$ cat config.mk
export PLATFORM = sky130hd
export DESIGN_NAME = oep_front
export DESIGN_NICKNAME = d
export VERILOG_FILES = /design/src/rtl/oep_pkg.sv /design/src/rtl/oep_front.sv
export SDC_FILE = /design/constraint.sdc
export NUM_CORES = 1
export LEC_CHECK = 0
export BUFFER_PORTS_ARGS = -buffer_cell sky130_fd_sc_hd__buf_2
export CORE_MARGIN = 4
export CORE_UTILIZATION = 30
export DETAILED_ROUTE_END_ITERATION = 16
export PLACE_DENSITY_LB_ADDON = 0.12
export SYNTH_ARGS = -nofsm -noshare
export SYNTH_HDL_FRONTEND = slang
export SYNTH_SLANG_ARGS = --single-unit
$ cat constraint.sdc
create_clock -name clk_i -period 10.5 [get_ports clk_i]
set_clock_uncertainty 0.05 [all_clocks]
set_input_delay 1.05 -clock clk_i [delete_from_list [all_inputs] [get_ports clk_i]]
set_output_delay 1.05 -clock clk_i [all_outputs]
set_load 0.02 [all_outputs]
$ cat src/rtl/oep_pkg.sv
// ----------------------------------------------------------------------------
// oep_pkg
// Shared types, constants and constant tables of the orbit eye position unit.
// ----------------------------------------------------------------------------
`default_nettype none

package oep_pkg;

  // Angle units: 1/64 degree
  localparam int YAW_FULL    = 23040;
  localparam int YAW_HALF    = 11520;
  localparam int YAW_QUART   = 5760;
  localparam int PITCH_LIMIT = 5393;

  // Radius clamp, Q.8
  localparam logic [14:0] RADIUS_MIN   = 15'd256;
  localparam logic [14:0] RADIUS_MAX   = 15'd25600;
  localparam logic [14:0] RADIUS_RESET = 15'd2560;

  // Output saturation bounds
  localparam int EYE_MIN = -8414208;
  localparam int EYE_MAX = 8414207;

  // CORDIC datapath
  localparam int ZW = 34;   // angle accumulator, Q30
  localparam int XW = 34;   // x/y accumulators, Q30
  localparam int AW = 14;   // reduced angle in 1/64 degree, signed
  localparam logic signed [XW-1:0] CORDIC_GAIN_Q30 = 34'sd652032874;
  localparam longint PI_Q30 = 64'd3373259426;

  // Register indexes
  localparam logic [2:0] REG_RADIUS   = 3'd0;
  localparam logic [2:0] REG_TARGET_X = 3'd1;
  localparam logic [2:0] REG_TARGET_Y = 3'd2;
  localparam logic [2:0] REG_TARGET_Z = 3'd3;

  // Request passed from the front end to the back end
  typedef struct packed {
    logic signed [ZW-1:0] z_yaw;
    logic signed [ZW-1:0] z_pitch;
    logic                 flip;
  } oep_angle_t;

  // Degree-to-radian scaling split into two table lookups:
  // |a| = hi*64 + lo, quotient and remainder of k*step*pi/YAW_HALF.
  typedef logic [31:0] quot_arr_t [128];
  typedef logic [13:0] rem_arr_t  [128];

  function automatic quot_arr_t build_quot(input longint step);
    quot_arr_t q;
    longint    n;
    for (int i = 0; i < 128; i++) begin
      n    = longint'(i) * step * PI_Q30;
      q[i] = 32'(n / YAW_HALF);
    end
    return q;
  endfunction

  function automatic rem_arr_t build_rem(input longint step);
    rem_arr_t r;
    longint   n;
    for (int i = 0; i < 128; i++) begin
      n    = longint'(i) * step * PI_Q30;
      r[i] = 14'(n % YAW_HALF);
    end
    return r;
  endfunction

  localparam quot_arr_t HI_QUOT = build_quot(64);
  localparam rem_arr_t  HI_REM  = build_rem(64);
  localparam quot_arr_t LO_QUOT = build_quot(1);
  localparam rem_arr_t  LO_REM  = build_rem(1);

  // atan(2^-i) in Q30, truncated
  function automatic logic signed [ZW-1:0] atan_q30(input int unsigned i);
    logic signed [ZW-1:0] v;
    case (i)
      0:       v = 34'sd843314856;
      1:       v = 34'sd497837829;
      2:       v = 34'sd263043836;
      3:       v = 34'sd133525158;
      4:       v = 34'sd67021686;
      5:       v = 34'sd33543515;
      6:       v = 34'sd16775850;
      7:       v = 34'sd8388437;
      8:       v = 34'sd4194282;
      9:       v = 34'sd2097149;
      10:      v = 34'sd1048575;
      11:      v = 34'sd524287;
      12:      v = 34'sd262143;
      13:      v = 34'sd131071;
      14:      v = 34'sd65535;
      15:      v = 34'sd32767;
      16:      v = 34'sd16383;
      17:      v = 34'sd8191;
      18:      v = 34'sd4095;
      19:      v = 34'sd2047;
      20:      v = 34'sd1023;
      21:      v = 34'sd511;
      22:      v = 34'sd255;
      23:      v = 34'sd127;
      default: v = '0;
    endcase
    return v;
  endfunction

endpackage

`default_nettype wire

$ cat src/rtl/oep_front.sv
// ----------------------------------------------------------------------------
// oep_front
// Angle reduction: yaw wrap and half-turn fold, pitch clamp, conversion of
// both angles to Q30 radians. Three stages with a common stall.
// ----------------------------------------------------------------------------
`default_nettype none

module oep_front
  import oep_pkg::*;
(
  input  wire logic               clk_i,
  input  wire logic               rst_ni,
  input  wire logic               in_valid_i,
  output logic                    in_ready_o,
  input  wire logic signed [15:0] yaw_i,
  input  wire logic signed [15:0] pitch_i,
  output logic                    out_valid_o,
  input  wire logic               out_ready_i,
  output oep_angle_t              out_o
);

  logic en;
  logic v1_q, v2_q, v3_q;

  // Stage 1: wrap and clamp
  logic signed [16:0] w0, w1, w2, w3, w4;
  logic               flip;
  logic signed [15:0] pc;
  logic signed [AW-1:0] ay_q, ap_q;
  logic                 flip1_q;

  // Stage 2: table lookups
  logic [AW-2:0] magy, magp;
  logic [32:0]   sumy, sump;
  logic [14:0]   remy, remp;
  logic [32:0]   sumy_q, sump_q;
  logic          cy_q, cp_q, ny_q, np_q, flip2_q;

  // Stage 3: apply carry and sign
  logic [32:0] zy_mag, zp_mag;
  oep_angle_t  out_q;

  assign en         = !v3_q || out_ready_i;
  assign in_ready_o = en;

  // Yaw reduction to [-90, 90] degrees with fold flag
  always_comb begin
    w0 = 17'(yaw_i);
    w1 = w0[16] ? w0 + 17'sd23040 : w0;
    w2 = w1[16] ? w1 + 17'sd23040 : w1;
    w2 = (w2 >= 17'sd23040) ? w2 - 17'sd23040 : w2;
    w3 = (w2 >= 17'(YAW_HALF)) ? w2 - 17'sd23040 : w2;
    flip = 1'b0;
    w4   = w3;
    if (w3 > 17'(YAW_QUART)) begin
      w4   = w3 - 17'(YAW_HALF);
      flip = 1'b1;
    end else if (w3 < -17'(YAW_QUART)) begin
      w4   = w3 + 17'(YAW_HALF);
      flip = 1'b1;
    end
    pc = pitch_i;
    if (pitch_i > 16'(PITCH_LIMIT)) pc = 16'(PITCH_LIMIT);
    if (pitch_i < -16'(PITCH_LIMIT)) pc = -16'(PITCH_LIMIT);
  end

  // Scaled magnitude as hi/lo table sums
  always_comb begin
    magy = ay_q[AW-1] ? (AW-1)'(-ay_q) : ay_q[AW-2:0];
    magp = ap_q[AW-1] ? (AW-1)'(-ap_q) : ap_q[AW-2:0];
    sumy = 33'(HI_QUOT[magy[12:6]]) + 33'(LO_QUOT[{1'b0, magy[5:0]}]);
    sump = 33'(HI_QUOT[magp[12:6]]) + 33'(LO_QUOT[{1'b0, magp[5:0]}]);
    remy = 15'(HI_REM[magy[12:6]]) + 15'(LO_REM[{1'b0, magy[5:0]}]);
    remp = 15'(HI_REM[magp[12:6]]) + 15'(LO_REM[{1'b0, magp[5:0]}]);
    zy_mag = sumy_q + 33'(cy_q);
    zp_mag = sump_q + 33'(cp_q);
  end

  // Valid chain
  always_ff @(posedge clk_i or negedge rst_ni) begin
    if (!rst_ni) begin
      v1_q <= 1'b0;
      v2_q <= 1'b0;
      v3_q <= 1'b0;
    end else if (en) begin
      v1_q <= in_valid_i;
      v2_q <= v1_q;
      v3_q <= v2_q;
    end
  end

  // Payload stages
  always_ff @(posedge clk_i) begin
    if (en) begin
      ay_q    <= AW'(w4);
      ap_q    <= AW'(pc);
      flip1_q <= flip;
      sumy_q  <= sumy;
      sump_q  <= sump;
      cy_q    <= (remy >= 15'(YAW_HALF));
      cp_q    <= (remp >= 15'(YAW_HALF));
      ny_q    <= ay_q[AW-1];
      np_q    <= ap_q[AW-1];
      flip2_q <= flip1_q;
      out_q.z_yaw   <= ny_q ? -$signed({1'b0, zy_mag}) : $signed({1'b0, zy_mag});
      out_q.z_pitch <= np_q ? -$signed({1'b0, zp_mag}) : $signed({1'b0, zp_mag});
      out_q.flip    <= flip2_q;
    end
  end

  assign out_valid_o = v3_q;
  assign out_o       = out_q;

endmodule

`default_nettype wire

==> metrics.csv <==
metric,value,unit
critPathMaxFanout,24,
track_usage,0.2138,
worst_pin_slew,1155,ps
cts.path.max_buffers,2,
syn_nets,3961,
max_freq,116.2,MHz
seq_area_frac_synth,0.1941,
layout-drive-gt1-share,0.08706,
cts_tree,done,
numCtsBuffers,17,
drtPass1Iterations,6,
row_count,108,
reg2reg_to,sump_q[32],
setup_tns,0,ps
synth_flop_cell,edfxtp_1,
cts.sinks,172,
hpwl,74.52,mm
cts.clk_slew.worst_paths,80,ps
grt_overflow_total,0,
cts-hold-fix-buffers,0,
period_share,0.8194,
routedWlPerCell,21.61,um
ys_types,103,
max-cap-violations,0,
gp_congestion,0.8979,
syn2layout_area_growth,8.953,%
cp-start-kind,register,
final_common_cell,nand2_1,
die_area,93240,um^2
cts_root_buf,clkbuf_16,
worst_path_max_delay_cell,edfxtp_1,
syn_inst,3767,
grt_pass1_wl,162.4,mm
criticalPathCategory,register to register,
cp.arrival,8800,ps
drt_wl_total,104.1,mm
fin_cells,4819,
grt_max_degree,118,
mostFrequentLayoutCells,"nand2_1 (487), nor2_1 (385), a21oi_1 (365)",
drc_errors,0,
hold_viol_final,0,
critPathRequiredTime,10690,ps
n_antenna_cell,0,
synth.avg_cell_area,7.042,um^2
finalSetupViolations,0,
rsz0062_at_grt,false,
ios,107,
insertion_delay,510,ps
nets,3845,
r2r_cells,28,
numPlacedInstances,4787,
fp.dieH,305.4,um
ys_ff_latch,172,
status,"finished, final reports clean",
r2r_start,ap_q[0],
antenna_found_initial,0,
drv_slew,0,
post_drt_via_cell_ratio,5.998,
reg2reg_setup_slack,1900,ps
initial_core_util,0.3039,
crit_path_end_kind,register,
drt_iter0_markers,2657,
synth-edff-count,169,
cts_setup_buffers,0,
min_path_type,input port to asynchronous set/reset pin,
ant_nets,0,
chipWidth,305.4,um
grt_pass1_vias,27490,
htree_levels,4,
cts_resized,0,
critPathMaxStageDelay,730,ps
async_reset_ff_frac,0.01744,
relSlewSlack,0.2302,
yosys_warnings,0,
fp.coreArea,87290,um^2
dr_total_vias,28910,
syn_area,26530,um^2
io_buffers,106,
period_minus_slack,8604,ps
[sequential cells by signal, summed over array words and instances, names as in the netlist, 14 cells and up]
name	cells
ap_q	14
out_o	69
sumy_q	33
ay_q	14
sump_q	33
[cell usage after synthesis, drive strengths merged (73+ instances only)]
cell | number | area, um^2
a21oi | 372 | 1903
a31oi | 96 | 606.8
clkbuf | 269 | 1012
edfxtp | 169 | 5075
ha | 154 | 1927
nand2 | 487 | 1828
nand3 | 141 | 710.7
nor2 | 385 | 1445
nor3 | 101 | 510.5
o211ai | 73 | 548.0
o21ai | 364 | 1826
xnor2 | 172 | 1521
xor2 | 92 | 813.3
[layer usage]
metal | wire length (um) | vias up | GRT usage | part of all wire
li1 | - | 13870 | - | -
met1 | 45630 | 13720 | 0.2879 | 0.44
met2 | 48600 | 1123 | 0.3501 | 0.47
met3 | 5673 | 192 | 0.02299 | 0.054
met4 | 4216 | 0 | 0.08776 | 0.040
met5 | 0 | - | 0 | 0
[final cells by class]
cell class	count	area (um^2)
fill	9574	58390
multi-input combinational	3198	20250
sequential	172	5150
tap	1155	1445
timing repair buffer	187	1164
clock buffer	17	425.4
inverter	75	284.0
clock inverter	15	186.4
[through the flow]
step / cell area, um^2 / hold WS, ps / utilization / setup slack (ps)
global placement: 28290 / 353.3 / 0.3241 / 2057
detailed placement: 28290 / 369.4 / 0.3241 / 2019
floorplan: 26530 / 350.3 / - / 2831
finish: 28900 / 282.3 / 0.3311 / 1896
CTS: 28900 / 226.6 / 0.3311 / 1999
global route: 28900 / 255.2 / 0.3311 / 1361
[worst max-delay path by stage]
| stage | startpoint | slack, ps | to |
|---|---|---|---|
| 6_report | ap_q[0] | 1900 | sump_q[32] |
| 5_1_grt | ay_q[0] | 1360 | sumy_q[32] |
| 4_1_cts | ap_q[0] | 2000 | sump_q[32] |
| 3_5_place_dp | ay_q[0] | 2020 | sumy_q[32] |
| 3_3_place_gp | ay_q[0] | 2060 | sumy_q[32] |
| 2_1_floorplan | ay_q[0] | 2830 | sumy_q[32] |
[kinds of logic after synthesis]
kind of cell / synth area share
xor gates and xnor gates: 0.08801
and+or+nand+nor: 0.2208
DFF: 0.1941
buffers and inverters: 0.05745
AOI/OAI and AO/OA: 0.3513
muxes: 0.01226
adders and majority gates: 0.07603
[worst max-delay path: cells and delay by family (launching register included)]
family / cells / cell delay (ps)
AO/OA/AOI/OAI: 14 / 3090
XOR/XNOR: 1 / 150
adder cells (fa/ha/maj): 4 / 1560
buffers and inverters: 3 / 910
flip-flops: 1 / 730
multiplexers: 1 / 550
AND/OR/NAND/NOR: 5 / 1270
Power is not shown: default switching activity piles up to over one toggle a cycle in this logic, so the estimate is an artifact.
