===== config.mk =====
export PLATFORM = sky130hd
export DESIGN_NAME = oep_fifo
export DESIGN_NICKNAME = d
export VERILOG_FILES = /design/src/rtl/oep_pkg.sv /design/src/rtl/oep_fifo.sv
export SDC_FILE = /design/constraint.sdc
export NUM_CORES = 1
export LEC_CHECK = 0
export BUFFER_PORTS_ARGS = -buffer_cell sky130_fd_sc_hd__buf_2
export CORE_ASPECT_RATIO = 0.8
export CORE_MARGIN = 2
export CORE_UTILIZATION = 43
export DETAILED_ROUTE_END_ITERATION = 8
export GPL_ROUTABILITY_DRIVEN = 0
export MAX_ROUTING_LAYER = met4
export PLACE_DENSITY = 0.61
export SLEW_MARGIN = 10
export SYNTH_ARGS = -nofsm -noshare
export SYNTH_HDL_FRONTEND = slang
export SYNTH_SLANG_ARGS = --single-unit

===== constraint.sdc =====
create_clock -name clk_i -period 3.36 [get_ports clk_i]
set_clock_uncertainty 0.1 [all_clocks]
set_input_delay 0.504 -clock clk_i [delete_from_list [all_inputs] [get_ports clk_i]]
set_output_delay 0.504 -clock clk_i [all_outputs]
set_load 0.02 [all_outputs]

===== src/rtl/oep_pkg.sv =====
// ----------------------------------------------------------------------------
// oep_pkg
// Shared types, constants and constant tables of the orbit eye position unit.
// ----------------------------------------------------------------------------
`default_nettype none

package oep_pkg;

  // Angle units: 1/64 degree
  localparam int YAW_FULL    = 23040;
  localparam int YAW_HALF    = 11520;
  localparam int YAW_QUART   = 5760;
  localparam int PITCH_LIMIT = 5393;

  // Radius clamp, Q.8
  localparam logic [14:0] RADIUS_MIN   = 15'd256;
  localparam logic [14:0] RADIUS_MAX   = 15'd25600;
  localparam logic [14:0] RADIUS_RESET = 15'd2560;

  // Output saturation bounds
  localparam int EYE_MIN = -8414208;
  localparam int EYE_MAX = 8414207;

  // CORDIC datapath
  localparam int ZW = 34;   // angle accumulator, Q30
  localparam int XW = 34;   // x/y accumulators, Q30
  localparam int AW = 14;   // reduced angle in 1/64 degree, signed
  localparam logic signed [XW-1:0] CORDIC_GAIN_Q30 = 34'sd652032874;
  localparam longint PI_Q30 = 64'd3373259426;

  // Register indexes
  localparam logic [2:0] REG_RADIUS   = 3'd0;
  localparam logic [2:0] REG_TARGET_X = 3'd1;
  localparam logic [2:0] REG_TARGET_Y = 3'd2;
  localparam logic [2:0] REG_TARGET_Z = 3'd3;

  // Request passed from the front end to the back end
  typedef struct packed {
    logic signed [ZW-1:0] z_yaw;
    logic signed [ZW-1:0] z_pitch;
    logic                 flip;
  } oep_angle_t;

  // Degree-to-radian scaling split into two table lookups:
  // |a| = hi*64 + lo, quotient and remainder of k*step*pi/YAW_HALF.
  typedef logic [31:0] quot_arr_t [128];
  typedef logic [13:0] rem_arr_t  [128];

  function automatic quot_arr_t build_quot(input longint step);
    quot_arr_t q;
    longint    n;
    for (int i = 0; i < 128; i++) begin
      n    = longint'(i) * step * PI_Q30;
      q[i] = 32'(n / YAW_HALF);
    end
    return q;
  endfunction

  function automatic rem_arr_t build_rem(input longint step);
    rem_arr_t r;
    longint   n;
    for (int i = 0; i < 128; i++) begin
      n    = longint'(i) * step * PI_Q30;
      r[i] = 14'(n % YAW_HALF);
    end
    return r;
  endfunction

  localparam quot_arr_t HI_QUOT = build_quot(64);
  localparam rem_arr_t  HI_REM  = build_rem(64);
  localparam quot_arr_t LO_QUOT = build_quot(1);
  localparam rem_arr_t  LO_REM  = build_rem(1);

  // atan(2^-i) in Q30, truncated
  function automatic logic signed [ZW-1:0] atan_q30(input int unsigned i);
    logic signed [ZW-1:0] v;
    case (i)
      0:       v = 34'sd843314856;
      1:       v = 34'sd497837829;
      2:       v = 34'sd263043836;
      3:       v = 34'sd133525158;
      4:       v = 34'sd67021686;
      5:       v = 34'sd33543515;
      6:       v = 34'sd16775850;
      7:       v = 34'sd8388437;
      8:       v = 34'sd4194282;
      9:       v = 34'sd2097149;
      10:      v = 34'sd1048575;
      11:      v = 34'sd524287;
      12:      v = 34'sd262143;
      13:      v = 34'sd131071;
      14:      v = 34'sd65535;
      15:      v = 34'sd32767;
      16:      v = 34'sd16383;
      17:      v = 34'sd8191;
      18:      v = 34'sd4095;
      19:      v = 34'sd2047;
      20:      v = 34'sd1023;
      21:      v = 34'sd511;
      22:      v = 34'sd255;
      23:      v = 34'sd127;
      default: v = '0;
    endcase
    return v;
  endfunction

endpackage

`default_nettype wire


===== src/rtl/oep_fifo.sv =====
// ----------------------------------------------------------------------------
// oep_fifo
// Short register queue between the front end and the back end.
// ----------------------------------------------------------------------------
`default_nettype none

module oep_fifo
  import oep_pkg::*;
#(
  parameter int DEPTH = 4
) (
  input  wire logic        clk_i,
  input  wire logic        rst_ni,
  input  wire logic        push_valid_i,
  output logic             push_ready_o,
  input  wire oep_angle_t  push_data_i,
  output logic             pop_valid_o,
  input  wire logic        pop_ready_i,
  output oep_angle_t       pop_data_o
);

  localparam int PW = (DEPTH > 1) ? $clog2(DEPTH) : 1;
  localparam int CW = $clog2(DEPTH + 1);

  oep_angle_t    mem_q [DEPTH];
  logic [PW-1:0] wr_ptr_q, rd_ptr_q;
  logic [CW-1:0] count_q;
  logic          push, pop;

  assign push_ready_o = (count_q != CW'(DEPTH));
  assign pop_valid_o  = (count_q != '0);
  assign push         = push_valid_i && push_ready_o;
  assign pop          = pop_valid_o && pop_ready_i;
  assign pop_data_o   = mem_q[rd_ptr_q];

  // Pointers and fill count
  always_ff @(posedge clk_i or negedge rst_ni) begin
    if (!rst_ni) begin
      wr_ptr_q <= '0;
      rd_ptr_q <= '0;
      count_q  <= '0;
    end else begin
      if (push) wr_ptr_q <= (wr_ptr_q == PW'(DEPTH - 1)) ? '0 : wr_ptr_q + 1'b1;
      if (pop)  rd_ptr_q <= (rd_ptr_q == PW'(DEPTH - 1)) ? '0 : rd_ptr_q + 1'b1;
      if (push && !pop)      count_q <= count_q + 1'b1;
      else if (pop && !push) count_q <= count_q - 1'b1;
    end
  end

  // Storage
  always_ff @(posedge clk_i) begin
    if (push) mem_q[wr_ptr_q] <= push_data_i;
  end

  a_count_bound: assert property (@(posedge clk_i) disable iff (!rst_ni)
    count_q <= CW'(DEPTH)) else $error("queue overfilled");

  a_push_grows: assert property (@(posedge clk_i) disable iff (!rst_ni)
    (push && !pop) |=> (count_q == $past(count_q) + 1'b1))
    else $error("push without pop lost a request");

  a_ptr_track: assert property (@(posedge clk_i) disable iff (!rst_ni)
    (count_q == '0 || count_q == CW'(DEPTH)) |-> (wr_ptr_q == rd_ptr_q))
    else $error("pointers disagree with fill count");

endmodule

`default_nettype wire


==> qor.yml, run 1 <==
outcome:
  status: "completed"
synthesis:
  syn_nets: 478
  synth_top_area_share_pct: 79.2
  netlist_top_cells_area: "edfxtp_1, mux4_2, dfrtp_1"
  avgSynthCellArea_um2: 26.3
  netlist_area_um2: 10500
  synthCells: 398
  ys_types: 19
  yosysWarningCount: 0
  synth_area_leader_cell: "edfxtp_1"
  seq_area_frac_synth_pct: 80.8
  ys_ff_latch: 283
power_and_ir_drop:
  p_int_mw: 7.85
  power_leakage_nw: 4.27
  seq_power_share_pct: 43.7
  p_sw_mw: 3.58
  clkPwrFrac_pct: 25.6
  combinationalPowerShare_pct: 30.7
  cellPowerDensity_nw_per_um2: 916
  ir_drop_mv: 0.541
  switching_share_pct: 31.3
clocking:
  ctsHoldBuffers: 1
  post_cts_buffers: 0
  cts_max_level: 1
  cts_resized: 0
  clk_latency_ns: 0.54
  clockRootBuffer: "clkbuf_16"
  numCtsBuffers: 28
  cts.sinks: 283
  cts_tree: "done"
  clkTransAtPathRegs_ns: 0.06
  clockBufferDepth: 3
floorplanning:
  io_pins: 144
  fp.coreArea_um2: 24100
  floorplan.initialDensity_pct: 43.4
  fp.dieW_um: 178
  die_area_um2: 25600
  die_h_um: 144
  row_count: 51
setup_path:
  end_kind: "primary output"
  worst-setup-path-type: "reg -> out"
  start_kind: "flop"
  critPathRequiredTime_ns: 2.76
  cp_data_arrival_time_ns: 2.39
  crit_path_max_fanout: 29
timing:
  min_period_over_period_pct: 89.2
  fin_tns_setup_ns: 0
  final-setup-viol-count: 0
  max_freq_ghz: 0.334
  relSlewSlack_pct: 59.9
  tightest_slew_ns: 0.601
  hold_slack_ns: 0.0751
  rsz0062_at_grt: "no"
  final_max_slew_viol_count: 0
  finalCriticalPeriod_ns: 3.00
  hold_viol: 0
grt:
  antenna_found_initial: 3
  grt_use_total_pct: 15.3
  first_global_vias: 5030
  grt_pass1_wl_mm: 28.5
  grt_overflow: 0
  grt_max_degree: 44
min_path:
  worstHoldPathType: "in -> reg"
final_layout:
  layout.nets: 650
  fill_cells: 1929
  final_cells: 912
  syn_to_final_growth_pct: 19.1
  drive_above_1_share_pct: 47.5
  final_cell_mix: "edfxtp_1, buf_2, mux4_2"
  final_common_cell: "edfxtp_1"
route:
  wl_per_cell_um: 20.6
  vias_per_cell: 5.12
  postRouteAntennaNets: 0
  firstDrtPassIters: 6
  drc_errors: 0
  routed_wl_mm: 18.8
  drtIter0Drc: 287
  via_count: 4671
place:
  portBuffers: 143
  dp_cells: 857
  hpwl_mm: 11.5
job:
  maxCapViolCount: 0
## path summary, 6_finish.rpt
kind	start	to	slack, ns	cells after the start
setup / recovery	rd_ptr_q[0]$_DFFE_PN0P_	pop_data_o[61]	0.36	3
hold / removal	push_data_i[25]	mem_q[2][25]$_DFFE_PP_	0.08	1
setup reg to reg	count_q[0]$_DFFE_PN0P_	mem_q[0][6]$_DFFE_PP_	1.08	4
hold reg to reg	count_q[2]$_DFFE_PN0P_	count_q[2]$_DFFE_PN0P_	0.43	1
max in group asynchronous	rst_ni	rd_ptr_q[0]$_DFFE_PN0P_	2.73	2
min in group asynchronous	rst_ni	count_q[2]$_DFFE_PN0P_	0.24	2
## synthesized netlist by cell type
master and instances:
clkbuf_1 1, mux4_2 68, edfxtp_1 276, fa_1 1, buf_2 7, a21boi_2 1
or3_4 1, dfrtp_1 7, inv_1 3, xor2_1 2, and2_1 4, nor2_1 4
xnor2_1 1, buf_12 7, buf_6 1, mux4_1 1, mux2_2 5, nand2_1 2
ha_1 6
## sequential cells by signal, summed over array words and instances, names as in the netlist
signal    cells
wr_ptr_q      2
count_q       3
mem_q       276
rd_ptr_q      2
## metal layers
| layer | vias up | part of all wire, % | GRT usage [%] |
|---|---|---|---|
| li1 | 2057 | - | - |
| met4 | 0 | 1.5 | 3.00 |
| met1 | 2442 | 43 | 20.2 |
| met5 | - | 0 | - |
| met2 | 147 | 48 | 24.4 |
| met3 | 25 | 7.0 | 3.94 |
## metrics by stage
| step | total power [mW] | setup slack (ns) | utilization (%) | area, um2 |
|---|---|---|---|---|
| floorplan | 7.59 | 0.411 | - | 10500 |
| global placement | 8.61 | 0.861 | 48.0 | 11600 |
| detailed placement | 8.68 | 0.851 | 48.0 | 11600 |
| CTS | 11.6 | 0.247 | 51.7 | 12500 |
| global route | 12.0 | 0.195 | 51.7 | 12500 |
| finish | 11.4 | 0.363 | 51.7 | 12500 |
## layout make-up
class | count | area, um2 | share of cell area (%)
Sequential cell | 283 | 8470 | 67.9
Timing Repair Buffer | 158 | 893 | 7.16
Tap cell | 318 | 398 | 3.19
Clock inverter | 22 | 173 | 1.38
Antenna cell | 3 | 7.51 | 0.0602
Inverter | 3 | 11.3 | 0.0903
Multi-Input combinational cell | 96 | 1820 | 14.6
Clock buffer | 29 | 704 | 5.65
## power groups by stage
stage / Combinational [mW] / Clock, mW / Sequential (mW)
4_1_cts: 3.61 / 3.02 / 5.02
3_3_place_gp: 3.56 / 0 / 5.05
2_1_floorplan: 2.71 / 0 / 4.89
3_5_place_dp: 3.59 / 0 / 5.09
5_1_grt: 3.78 / 3.16 / 5.07
6_report: 3.51 / 2.92 / 4.99
## critical path: stages (launching register included)
cell and delay (ns):
dfrtp_4 0.81, buf_4 0.32, mux4_2 0.52, buf_2 0.18
## cell families (layout without fill, tap and decap cells)
kind of cell	after synthesis	after routing	share of synthesized area (%)
adder cells (fa/ha/maj)	7	7	0.908
multiplexers	74	74	15.4
AND/OR/NAND/NOR	11	11	0.562
buffers and inverters	19	212	1.92
AO/OA/AOI/OAI	1	1	0.108
flip-flops	283	283	80.8
XOR/XNOR	3	3	0.251
other	0	3	0
Note: power is estimated with default switching activity, not from simulation.
==> run 2: changes to the inputs <==
--- a/config.mk
+++ b/config.mk
@@ -8,11 +8,11 @@
 export BUFFER_PORTS_ARGS = -buffer_cell sky130_fd_sc_hd__buf_2
 export CORE_ASPECT_RATIO = 0.8
 export CORE_MARGIN = 2
-export CORE_UTILIZATION = 43
+export CORE_UTILIZATION = 48
 export DETAILED_ROUTE_END_ITERATION = 8
 export GPL_ROUTABILITY_DRIVEN = 0
 export MAX_ROUTING_LAYER = met4
-export PLACE_DENSITY = 0.61
+export PLACE_DENSITY = 0.67
 export SLEW_MARGIN = 10
 export SYNTH_ARGS = -nofsm -noshare
 export SYNTH_HDL_FRONTEND = slang
==> run 2 against run 1 <==
Non-clock buffer count down 1; highest routed layer unchanged; worst setup slack improved by 0.13 ns; wire length shrank 1.2%; power decreased by 1.2%; flip-flop and latch count stayed put; clock power shrank 5%; die area down 10%; critical endpoint is now pop_data_o[22]; combinational power increased by 1%; count of clock-buffer cells in the layout rose by 16; register-to-register slack better by 0.05 ns; via count increased by 0.24%; utilization increased by 5.8 points.
==> qor.yml, run 2 (same netlist as run 1, synthesis figures left out) <==
timing:
  finalCriticalPeriod_ns: 2.87
  hold_viol: 0
  final-setup-viol-count: 0
  min_period_over_period_pct: 85.5
  tightest_slew_ns: 0.675
  relSlewSlack_pct: 55.0
  fin_tns_setup_ns: 0
  worst_slack_ns: 0.489
  hold_slack_ns: 0.0838
  final_max_slew_viol_count: 0
  max_freq_ghz: 0.348
  rsz0062_at_grt: "no"
clocking:
  clockRootBuffer: "clkbuf_16"
  cts.sinks: 283
  clkTransAtPathRegs_ns: 0.06
  cts_max_level: 1
  clk_latency_ns: 0.53
  cts_tree: "done"
  cts_resized: 0
  numCtsBuffers: 28
  clockBufferDepth: 3
floorplanning:
  io_pins: 144
  floorplan.initialDensity_pct: 48.7
  die_h_um: 136
  fp.coreArea_um2: 21500
  fp.dieW_um: 169
  row_count: 48
  die_area_um2: 23000
place:
  hpwl_mm: 11.2
  dpl_cell_area_um2: 11500
  dp_cells: 813
  dp_slack_ns: 1.01
  portBuffers: 143
grt:
  grt_max_degree: 43
  grt_use_total_pct: 16.8
  grt_overflow: 0
  grt_pass1_wl_mm: 28.4
  first_global_vias: 5054
  antenna_found_initial: 4
final_layout:
  final_cell_mix: "edfxtp_1, buf_2, mux4_2"
  utilization_pct: 57.5
  largestRegisters: "mem_q x276, count_q x3"
  largest_reg_flops: 276
  layout.nets: 649
  regMostFlops: "mem_q"
  final_common_cell: "edfxtp_1"
  final_cells: 868
  final_cell_area_um2: 12400
  drive_above_1_share_pct: 45.5
  syn_to_final_growth_pct: 18.1
route:
  vias_per_cell: 5.39
  drtIter0Drc: 293
  wl_per_cell_um: 21.4
  via_count: 4682
  drc_errors: 0
  firstDrtPassIters: 4
  routed_wl_mm: 18.6
  postRouteAntennaNets: 0
setup_path:
  end_kind: "primary output"
  worst-setup-path-type: "reg -> out"
  cp_data_arrival_time_ns: 2.27
  start_kind: "flop"
  crit_path_max_fanout: 42
  critPathRequiredTime_ns: 2.76
power_and_ir_drop:
  cellPowerDensity_nw_per_um2: 914
  power.total_mw: 11.3
  ir_drop_mv: 0.607
  power_leakage_nw: 4.22
job:
  maxCapViolCount: 0
min_path:
  worstHoldPathType: "in -> reg"
outcome:
  status: "completed"
-- run 2: changes by cell type in the layout (fill, tap and decap cells not counted), sizes merged --
cell / before / now
buf: 157 / 156
clkinv: 19 / 4
inv: 3 / 4
bufinv: 2 / 0
clkbuf: 29 / 45
diode: 3 / 4
clkinvlp: 1 / 0
-- run 2: cell type report --
| class | count | area [um2] |
|---|---|---|
| Antenna cell | 4 | 10.0 |
| Clock buffer | 45 | 786 |
| Clock inverter | 5 | 25.0 |
| Fill cell | 1597 | 9140 |
| Inverter | 3 | 11.3 |
| Multi-Input combinational cell | 96 | 1820 |
| Sequential cell | 283 | 8470 |
| Tap cell | 275 | 344 |
| Timing Repair Buffer | 157 | 898 |
-- run 2: layer usage --
layer  vias to the layer above  global-route usage, %  part of all wire, %  wire length [um]
met4                         0                   4.23                  2.5               469
met5                         -                      -                    0                 0
met2                       151                   26.5                   48              8920
met1                      2430                   22.8                   43              7960
met3                        47                   3.64                  6.5              1210
li1                       2054                      -                    -                 -
-- run 2: worst paths after layout --
| check | start | end | cells past startpoint | slack [ns] |
|---|---|---|---|---|
| setup / recovery | rd_ptr_q[1]$_DFFE_PN0P_ | pop_data_o[22] | 3 | 0.49 |
| min in group asynchronous | rst_ni | count_q[1]$_DFFE_PN0P_ | 2 | 0.25 |
| hold reg to reg | count_q[2]$_DFFE_PN0P_ | count_q[2]$_DFFE_PN0P_ | 1 | 0.44 |
| hold / removal | push_data_i[39] | mem_q[2][39]$_DFFE_PP_ | 1 | 0.08 |
| setup reg to reg | count_q[1]$_DFFE_PN0P_ | count_q[2]$_DFFE_PN0P_ | 8 | 1.13 |
| max in group asynchronous | rst_ni | rd_ptr_q[1]$_DFFE_PN0P_ | 2 | 2.72 |
-- run 2: worst max-delay path: stages, from the launching register on --
cell and delay, ns:
dfrtp_4 0.86, buf_4 0.33, mux4_2 0.35, buf_2 0.18
-- run 2: report_power, final --
group          switching, mW  internal (mW)
Clock                   1.20           1.59
Sequential             0.288           4.67
Combinational           2.04           1.52
Total                   3.53           7.77
-- run 2: timing repair --
action	in CTS	in global routing
buffers inserted	0	0
hold buffers	1	0
hold endpoints to repair	7	0
==> run 3: changes to the inputs <==
--- a/config.mk
+++ b/config.mk
@@ -6,13 +6,15 @@
 export NUM_CORES = 1
 export LEC_CHECK = 0
 export BUFFER_PORTS_ARGS = -buffer_cell sky130_fd_sc_hd__buf_2
+export CELL_PAD_IN_SITES_DETAIL_PLACEMENT = 1
+export CELL_PAD_IN_SITES_GLOBAL_PLACEMENT = 2
 export CORE_ASPECT_RATIO = 0.8
 export CORE_MARGIN = 2
-export CORE_UTILIZATION = 48
+export CORE_UTILIZATION = 45
 export DETAILED_ROUTE_END_ITERATION = 8
 export GPL_ROUTABILITY_DRIVEN = 0
 export MAX_ROUTING_LAYER = met4
-export PLACE_DENSITY = 0.67
+export PLACE_DENSITY = 0.77
 export SLEW_MARGIN = 10
 export SYNTH_ARGS = -nofsm -noshare
 export SYNTH_HDL_FRONTEND = slang
==> run 3 against run 2 <==
Non-clock buffer count unchanged; hold slack better by 0.0040 ns; critical path depth unchanged; first-iteration DRC count up 14%; global-route usage up 0.83 points; sequential power up 1%; via count up 1.4%; clock power up 11%; critical endpoint is now pop_data_o[42].
==> qor.yml, run 3 (same netlist as run 1, synthesis figures left out) <==
setup_path:
  crit_slowest_cell: "dfrtp_4"
  worst-setup-path-type: "reg -> out"
  critPathRequiredTime_ns: 2.76
  cpPeakStageDelay_ns: 0.68
  r2r_start: "count_q[1]$_DFFE_PN0P_"
  r2r-end: "count_q[2]$_DFFE_PN0P_"
  rrSetupSlack_ns: 1.02
  end_kind: "primary output"
  worst-r2r-cell-count: 8
  cp_data_arrival_time_ns: 2.35
  crit_chain: "buf_12 -> mux4_2 -> buf_2"
  start_kind: "flop"
  crit_path_max_fanout: 33
timing:
  worst_slack_ns: 0.406
  final-setup-viol-count: 0
  tightest_slew_ns: 0.593
  finalCriticalPeriod_ns: 2.95
  relSlewSlack_pct: 60.4
  min_period_over_period_pct: 87.9
  fin_tns_setup_ns: 0
  max_freq_ghz: 0.339
  hold_viol: 0
  final_max_slew_viol_count: 0
  rsz0062_at_grt: "no"
route:
  via_count: 4746
  postRouteAntennaNets: 0
  drc_errors: 0
  firstDrtPassIters: 4
  wl_per_cell_um: 22.7
  routed_wl_mm: 20.5
  drtIter0Drc: 334
  vias_per_cell: 5.27
power_and_ir_drop:
  seq_power_share_pct: 42.8
  clkPwrFrac_pct: 26.5
  power_leakage_nw: 4.29
  p_int_mw: 8.00
  combinationalPowerShare_pct: 30.8
  ir_drop_mv: 0.500
  p_sw_mw: 3.70
  switching_share_pct: 31.6
  cellPowerDensity_nw_per_um2: 934
min_path:
  hp-start: "push_data_i[45]"
  hold_depth: 1
  worstHoldPathType: "in -> reg"
  hold_end: "mem_q[1][45]$_DFFE_PP_"
clocking:
  clkTransAtPathRegs_ns: 0.07
  clockRootBuffer: "clkbuf_16"
  cts_resized: 0
  cts.sinks: 283
  post_cts_buffers: 0
  clockBufferDepth: 3
  cts_max_level: 1
  cts_tree: "done"
  clk_latency_ns: 0.53
  numCtsBuffers: 29
  ctsHoldBuffers: 1
grt:
  grt_overflow: 0
  grt_max_degree: 39
  first_global_vias: 5347
  antenna_found_initial: 3
  grt_pass1_wl_mm: 31.9
  grt_use_total_pct: 17.6
floorplanning:
  die_h_um: 140
  die_area_um2: 24500
  fp.coreArea_um2: 22700
  io_pins: 144
  floorplan.initialDensity_pct: 46.2
  row_count: 49
  fp.dieW_um: 175
place:
  hpwl_mm: 12.7
  portBuffers: 143
  dp_slack_ns: 0.923
final_layout:
  layout.nets: 650
  final_common_cell: "edfxtp_1"
  largest_reg_flops: 276
  drive_above_1_share_pct: 47.5
  largestRegisters: "mem_q x276, count_q x3"
  final_cell_mix: "edfxtp_1, buf_2, mux4_2"
  regMostFlops: "mem_q"
  syn_to_final_growth_pct: 19.6
job:
  maxCapViolCount: 0
outcome:
  status: "completed"
## run 3: cell types whose count changed in the layout (fill, tap and decap cells not counted), sizes merged
cell	change
bufinv	+2
clkbuf	-7
clkinv	+5
clkinvlp	+2
diode	-1
## run 3: worst max path at each step
stage                             from                    end  slack (ns)  depth (start not counted)
6_report       rd_ptr_q[0]$_DFFE_PN0P_         pop_data_o[42]        0.41                          3
4_1_cts        rd_ptr_q[0]$_DFFE_PN0P_         pop_data_o[42]        0.34                          3
3_3_place_gp   rd_ptr_q[0]$_DFFE_PN0P_         pop_data_o[42]        0.93                          3
5_1_grt        rd_ptr_q[0]$_DFFE_PN0P_         pop_data_o[42]        0.29                          3
2_1_floorplan             push_valid_i  mem_q[1][0]$_DFFE_PP_        0.41                          2
3_5_place_dp   rd_ptr_q[0]$_DFFE_PN0P_         pop_data_o[42]        0.92                          3
## run 3: per-stage QoR
stage	util, %	cells	hold WS (ns)	total power [mW]	instance area, um2
4_1_cts	55.2	897	0.0623	11.9	12500
3_3_place_gp	51.1	844	0.251	8.65	11600
2_1_floorplan	-	398	0.108	7.59	10500
6_report	55.2	900	0.0879	11.7	12500
3_5_place_dp	51.1	844	0.262	8.75	11600
5_1_grt	55.2	900	0.0754	12.2	12500
## run 3: layer usage
metal | share of wire (%) | global-route usage, %
met1 | 45 | 24.1
met2 | 48 | 27.8
met3 | 5.3 | 3.94
met4 | 1.8 | 3.68
met5 | 0 | -
## run 3: worst max-delay path: cells and delay by family, from the launching register on
kind / cells / cell delay (ns)
flip-flops: 1 / 0.68
multiplexers: 1 / 0.60
buffers and inverters: 2 / 0.53
## run 3: layout make-up
class                   instances  area [um2]
fillers                      1978       10200
flip-flops and latches        283        8470
multi-input cells              96        1820
repair buffers                157         911
clock buffers                  38         790
well taps                     306         383
clock inverters                14         134
inverters                       3        11.3
diodes                          3        7.51
## run 3: power groups by stage
stage | Clock, mW | Sequential, mW | Combinational [mW]
after floorplan | 0 | 4.89 | 2.71
after global placement | 0 | 5.03 | 3.62
after CTS | 3.16 | 5.03 | 3.68
after global routing | 3.29 | 5.08 | 3.84
after detailed placement | 0 | 5.09 | 3.66
final | 3.09 | 5.00 | 3.60
